File: src/fsabc_pkg.sv
// ---------------------------------------------------------------------------
// fsabc_pkg
// Shared types and constants for the second-order absorbing boundary update.
// ---------------------------------------------------------------------------
package fsabc_pkg;

  localparam int FIELD_BITS    = 32;
  localparam int COEF_FRAC     = 28;
  localparam int HIST_BITS     = 4;
  localparam int CELL_BITS     = 12;
  localparam int HISTORY_COUNT = 12;
  localparam int ADDR_BITS     = HIST_BITS + CELL_BITS;
  localparam int SLOTS         = HISTORY_COUNT * (2 ** CELL_BITS);
  localparam int COURANT_BITS  = 31;
  localparam int R_BITS        = 29;
  localparam int QUEUE_DEPTH   = 4;
  localparam int QPTR_BITS     = 2;

  localparam logic [COURANT_BITS-1:0] COURANT_ONE = COURANT_BITS'(1) << 30;

  typedef logic signed [FIELD_BITS-1:0] field_t;

  typedef struct packed {
    logic                    ok;
    logic [ADDR_BITS-1:0]    addr;
    logic [COURANT_BITS-1:0] p;
    field_t                  e1;
    field_t                  e2;
  } item_t;

  typedef struct packed {
    field_t v0;
    field_t v1;
    field_t v2;
  } row_t;

  typedef struct packed {
    row_t prev;
    row_t cur;
  } hist_t;

  typedef struct packed {
    logic  valid;
    item_t item;
  } fr_req_t;

  typedef struct packed {
    logic adv;
    logic clearing;
  } bk_stat_t;

endpackage

File: src/fsabc_if.sv
// ---------------------------------------------------------------------------
// fsabc channel interfaces
// Valid/ready channels for boundary cells in and boundary values out.
// ---------------------------------------------------------------------------
interface fsabc_in_if import fsabc_pkg::*; ();
  logic                    valid;
  logic                    ready;
  logic [HIST_BITS-1:0]    history_select;
  logic [CELL_BITS-1:0]    cell_index;
  logic [COURANT_BITS-1:0] courant;
  logic signed [FIELD_BITS-1:0] inner_one;
  logic signed [FIELD_BITS-1:0] inner_two;

  modport source(output valid, history_select, cell_index, courant, inner_one, inner_two,
                 input ready);
  modport sink(input valid, history_select, cell_index, courant, inner_one, inner_two,
               output ready);
endinterface


File: src/fsabc_front.sv
// ---------------------------------------------------------------------------
// fsabc_front
// Accepts boundary cells, clamps the Courant product, forms the history
// address and queues the transaction for the back end.
// ---------------------------------------------------------------------------
module fsabc_front import fsabc_pkg::*; (
  input  logic     clk,
  input  logic     rst_n,
  fsabc_in_if.sink in_ch,
  input  bk_stat_t stat,
  output fr_req_t  req
);

  item_t                q_r [QUEUE_DEPTH];
  logic [QPTR_BITS-1:0] wr_ptr_r, wr_ptr_nxt;
  logic [QPTR_BITS-1:0] rd_ptr_r, rd_ptr_nxt;
  logic [QPTR_BITS:0]   cnt_r, cnt_nxt;
  logic                 push, pop;
  item_t                cls;

  assign in_ch.ready = (cnt_r != (QPTR_BITS+1)'(QUEUE_DEPTH)) && !stat.clearing;
  assign push        = in_ch.valid && in_ch.ready;
  assign req.valid   = (cnt_r != '0);
  assign req.item    = q_r[rd_ptr_r];
  assign pop         = req.valid && stat.adv;

  always_comb begin
    cls.ok   = (in_ch.history_select < HIST_BITS'(HISTORY_COUNT));
    cls.addr = {in_ch.history_select, in_ch.cell_index};
    if (in_ch.courant == '0) begin
      cls.p = COURANT_BITS'(1);
    end else if (in_ch.courant > COURANT_ONE) begin
      cls.p = COURANT_ONE;
    end else begin
      cls.p = in_ch.courant;
    end
    cls.e1 = in_ch.inner_one;
    cls.e2 = in_ch.inner_two;
  end

  always_comb begin
    wr_ptr_nxt = push ? wr_ptr_r + 1'b1 : wr_ptr_r;
    rd_ptr_nxt = pop ? rd_ptr_r + 1'b1 : rd_ptr_r;
    cnt_nxt    = cnt_r + (QPTR_BITS+1)'(push) - (QPTR_BITS+1)'(pop);
  end

  always_ff @(posedge clk) begin
    if (!rst_n) begin
      wr_ptr_r <= '0;
      rd_ptr_r <= '0;
      cnt_r    <= '0;
    end else begin
      wr_ptr_r <= wr_ptr_nxt;
      rd_ptr_r <= rd_ptr_nxt;
      cnt_r    <= cnt_nxt;
    end
  end

  always_ff @(posedge clk) begin
    if (push) begin
      q_r[wr_ptr_r] <= cls;
    end
  end

endmodule

File: src/flat_wrapper.sv
// flat-port wrapper written by rule: the top's interface ports become plain ports
module fsabc_front_flat import fsabc_pkg::*;
  (clk, rst_n, stat, req, in_ch_valid, in_ch_history_select, in_ch_cell_index, in_ch_courant, in_ch_inner_one, in_ch_inner_two, in_ch_ready);
  fsabc_in_if in_ch_i ();
  input  logic clk;
  input  logic rst_n;
  input  bk_stat_t stat;
  output fr_req_t req;
  input wire logic [$bits(in_ch_i.valid)-1:0] in_ch_valid;
  input wire logic [$bits(in_ch_i.history_select)-1:0] in_ch_history_select;
  input wire logic [$bits(in_ch_i.cell_index)-1:0] in_ch_cell_index;
  input wire logic [$bits(in_ch_i.courant)-1:0] in_ch_courant;
  input wire logic [$bits(in_ch_i.inner_one)-1:0] in_ch_inner_one;
  input wire logic [$bits(in_ch_i.inner_two)-1:0] in_ch_inner_two;
  output wire logic [$bits(in_ch_i.ready)-1:0] in_ch_ready;
  assign in_ch_i.valid = in_ch_valid;
  assign in_ch_i.history_select = in_ch_history_select;
  assign in_ch_i.cell_index = in_ch_cell_index;
  assign in_ch_i.courant = in_ch_courant;
  assign in_ch_i.inner_one = in_ch_inner_one;
  assign in_ch_i.inner_two = in_ch_inner_two;
  assign in_ch_ready = in_ch_i.ready;
  fsabc_front u_core (.clk(clk), .rst_n(rst_n), .in_ch(in_ch_i), .stat(stat), .req(req));
endmodule
File: config.mk
export PLATFORM = sky130hd
export DESIGN_NAME = fsabc_front_flat
export DESIGN_NICKNAME = d
export VERILOG_FILES = /design/src/fsabc_pkg.sv /design/src/fsabc_if.sv /design/src/fsabc_front.sv /design/src/flat_wrapper.sv
export SDC_FILE = /design/constraint.sdc
export NUM_CORES = 1
export LEC_CHECK = 0
export ABC_AREA = 1
export BUFFER_PORTS_ARGS = -buffer_cell sky130_fd_sc_hd__buf_2
export CAP_MARGIN = 5
export CORE_MARGIN = 5
export CORE_UTILIZATION = 49
export CTS_BUF_LIST = sky130_fd_sc_hd__clkbuf_2
export DETAILED_ROUTE_END_ITERATION = 8
export GPL_TIMING_DRIVEN = 0
export PLACE_DENSITY = 0.69
export SLEW_MARGIN = 20
export SYNTH_ARGS = -nofsm -noshare
export SYNTH_HDL_FRONTEND = slang
export SYNTH_SLANG_ARGS = --single-unit
File: constraint.sdc
create_clock -name clk -period 8.1 [get_ports clk]
set_input_delay 0.405 -clock clk [delete_from_list [all_inputs] [get_ports clk]]
set_output_delay 0.405 -clock clk [all_outputs]
set_load 0.02 [all_outputs]
==> flow_metrics.py <==
metrics = {
    "outcome": {
        "status": "completed",
    },
    "clocking": {
        "htreeDepth": 3,
        "clkLatencyLatePin_ns": 1.00,
        "path_clk_slew_ns": 0.09,
        "cts_tree": "built",
        "cts_hold_buf": 124,
        "cts_resized": 0,
        "cts_buffer_depth": 3,
        "cts_buffers": 110,
        "post-cts-setup-buffers": 0,
        "cts_sinks": 457,
        "cts_root_buffer": "clkbuf_2",
    },
    "drt": {
        "ant_nets": 0,
        "via_per_inst": 5.26,
        "top_layer_used": "met4",
        "wl_met3_um": 3480,
        "vias": 11966,
        "drt_wl_total_um": 43800,
        "drt-met1-wl_um": 17000,
        "drt-initial-drc-count": 821,
        "detail_route.first_pass.iterations": 5,
        "drc_errors": 0,
        "avgRoutedWirePerCell_um": 19.2,
        "route.met2.wl_um": 22200,
    },
    "grt": {
        "grt_pass1_vias": 12241,
        "grt_overflow_total": 0,
        "antenna_found_initial": 5,
        "grt_usage_pct": 21.9,
        "grt_max_degree": 25,
        "grt_pass1_wl_um": 66400,
    },
    "floorplanning": {
        "die_h_um": 199,
        "initial_utilization_pct": 49.3,
        "io_pins": 230,
        "dieArea_mm2": 0.0394,
        "coreArea_mm2": 0.0353,
        "rows": 69,
        "die_x_um": 199,
    },
    "finish": {
        "area_growth_pct": 26.7,
        "drive_above_1_share_pct": 26.5,
        "nets": 1850,
        "stdcell_area_mm2": 0.0221,
    },
    "yosys": {
        "syn_area_per_cell_um2": 14.1,
        "yosysTopAreaCell": "edfxtp_1",
        "ys_types": 29,
        "synth_top_family_by_area": "compound AO/OA/AOI/OAI gates",
        "synth_nets": 1361,
        "synth_fa_ha_area_share_pct": 0.546,
        "syn_area_mm2": 0.0174,
        "synth_seq_area_share_pct": 78.3,
        "synth-xor-area-share_pct": 0.0503,
        "syn_inst": 1238,
        "yosys_warnings": 0,
        "synthMuxAreaShare_pct": 0,
        "synthSimpleGateAreaFrac_pct": 7.04,
        "synth_top_area_share_pct": 77.3,
        "ys_seq_elements": 457,
        "synth_compound_area_share_pct": 10.8,
        "synth_area_leaders": "edfxtp_1 77%, o21ai_0 6.4%, nor2_1 5.8%, o22ai_1 4.0%, dfxtp_1 1.0%",
    },
    "sta": {
        "layout_min_cycle_time_ns": 3.52,
        "worst_pin_slew_ns": 0.710,
        "min_period_over_period_pct": 43.4,
        "slew_viol_final": 0,
        "whs_ns": 0.163,
        "hold_viol": 0,
        "fin_ws_ns": 4.58,
        "maxClockFrequency_mhz": 284,
        "setup_viol": 0,
        "fin_worst_skew_ns": 0.0466,
        "slew_headroom_pct": 52.5,
        "tns_ns": 0,
        "grt_setup_unrepaired": "no",
    },
    "worst_setup_path": {
        "critPathTopFamily": "buffers and inverters",
        "max_stage_delay_ns": 0.36,
        "slowest_stage": "buf_2",
        "endpoint_kind": "output pin",
        "worst-path-buf-inv": 5,
        "critPathArrivalTime_ns": 3.11,
        "cp-start-kind": "register",
        "cp_common_cell": "buf_2",
        "critical_path_required_ns": 7.70,
        "worstPathCellList": "buf_2 > buf_6 > buf_2 > buf_2 > nor2_1 > o22ai_1 > buf_2",
        "path_class": "register to output pin",
        "crit_fanout": 10,
    },
    "pwr": {
        "p_int_w": 0.00382,
        "power.share.clock_pct": 25.7,
        "power_w": 0.00584,
        "p_leak_nw": 8.14,
        "p_per_area_mw_per_mm2": 265,
        "seq_power_share_pct": 47.0,
        "ir_drop_mv": 0.149,
        "swShare_pct": 34.7,
        "p_sw_w": 0.00203,
        "p_comb_share_pct": 27.4,
    },
    "placement": {
        "place_ws_ns": 5.38,
        "hpwl_um": 27600,
        "io_buffers": 229,
        "finalWeightedCongestion": 0.757,
        "dpl-instance-area_mm2": 0.0198,
    },
    "run": {
        "maxCapViolCount": 0,
    },
    "hold_path": {
        "min_path_type": "input port to register",
    },
}
## cell families (layout without fill, tap and decap cells)
family	count (synthesis)	count (layout)
DFF	457	457
buffers and inverters	125	699
other	0	3
and+or+nand+nor	301	301
xor gates and xnor gates	1	1
adders and majority gates	7	7
AOI/OAI and AO/OA	347	347
## metrics by stage
stage | cells | util [%]
floorplan | 1238 | -
global placement | 1928 | 54.2
detailed placement | 1952 | 56.0
CTS | 2273 | 62.4
global route | 2276 | 62.5
finish | 2276 | 62.5
## power by group through the flow
stage | sequential (W) | combinational (W) | clock (W)
after floorplan | 0.00281 | 0.000911 | 0
after global placement | 0.00283 | 0.00149 | 0
after detailed placement | 0.00280 | 0.00156 | 0
after CTS | 0.00274 | 0.00162 | 0.00155
after global routing | 0.00275 | 0.00174 | 0.00168
final | 0.00274 | 0.00160 | 0.00150
## synth_stat cells, drive strengths merged
cell type  count
buf           31
nor4           1
nor2         278
a31oi          1
inv           47
edfxtp       448
and2           1
xnor2          1
a21oi          5
fa             1
ha             6
o22ai        112
o21ai        229
nand3          2
nand3b         2
nor3b          1
nand2         16
dfxtp          9
clkbuf        47
## layout by cell type (no fill, tap or decap), types with 20 or more instances in the layout
master	n
o22ai_1	112
clkbuf_2	163
o21ai_0	224
buf_2	250
dlygate4sd3_1	124
clkbuf_1	45
clkinv_1	20
inv_1	45
edfxtp_1	448
nor2_1	263
## state kept, by name, summed over array words and instances (netlist names), named ones only
name / flops
u_core.cnt_r: 3
u_core.q_r: 448
u_core.rd_ptr_r: 2
u_core.wr_ptr_r: 2
## area by class of cell
type                    instances  area [um^2]
clock buffers                 161          806
fillers                      2708        13300
diodes                          3         7.51
inverters                      47          179
flip-flops and latches        457        13600
well taps                     461          577
multi-input cells             656         3240
plain buffers                  78          387
repair buffers                377         3010
clock inverters                36          216
## metal layers
layer  GRT usage [%]  vias to the layer above
li1                -                     5642
met1            26.9                     5813
met2            37.3                      448
met3            6.05                       63
met4            8.36                        0
met5               0                        -
## final timing paths
path / start / endpoint / slack, ns / depth (start not counted)
setup / recovery: register / req[81] / 4.58 / 7
hold / removal: in_ch_inner_one[30] / u_core.q_r[0][62] / 0.16 / 2
setup reg to reg: u_core.cnt_r[1] / u_core.q_r[3][55] / 5.49 / 7
hold reg to reg: u_core.rd_ptr_r[0] / register / 0.49 / 1
Power figures use the tool's default switching activity.
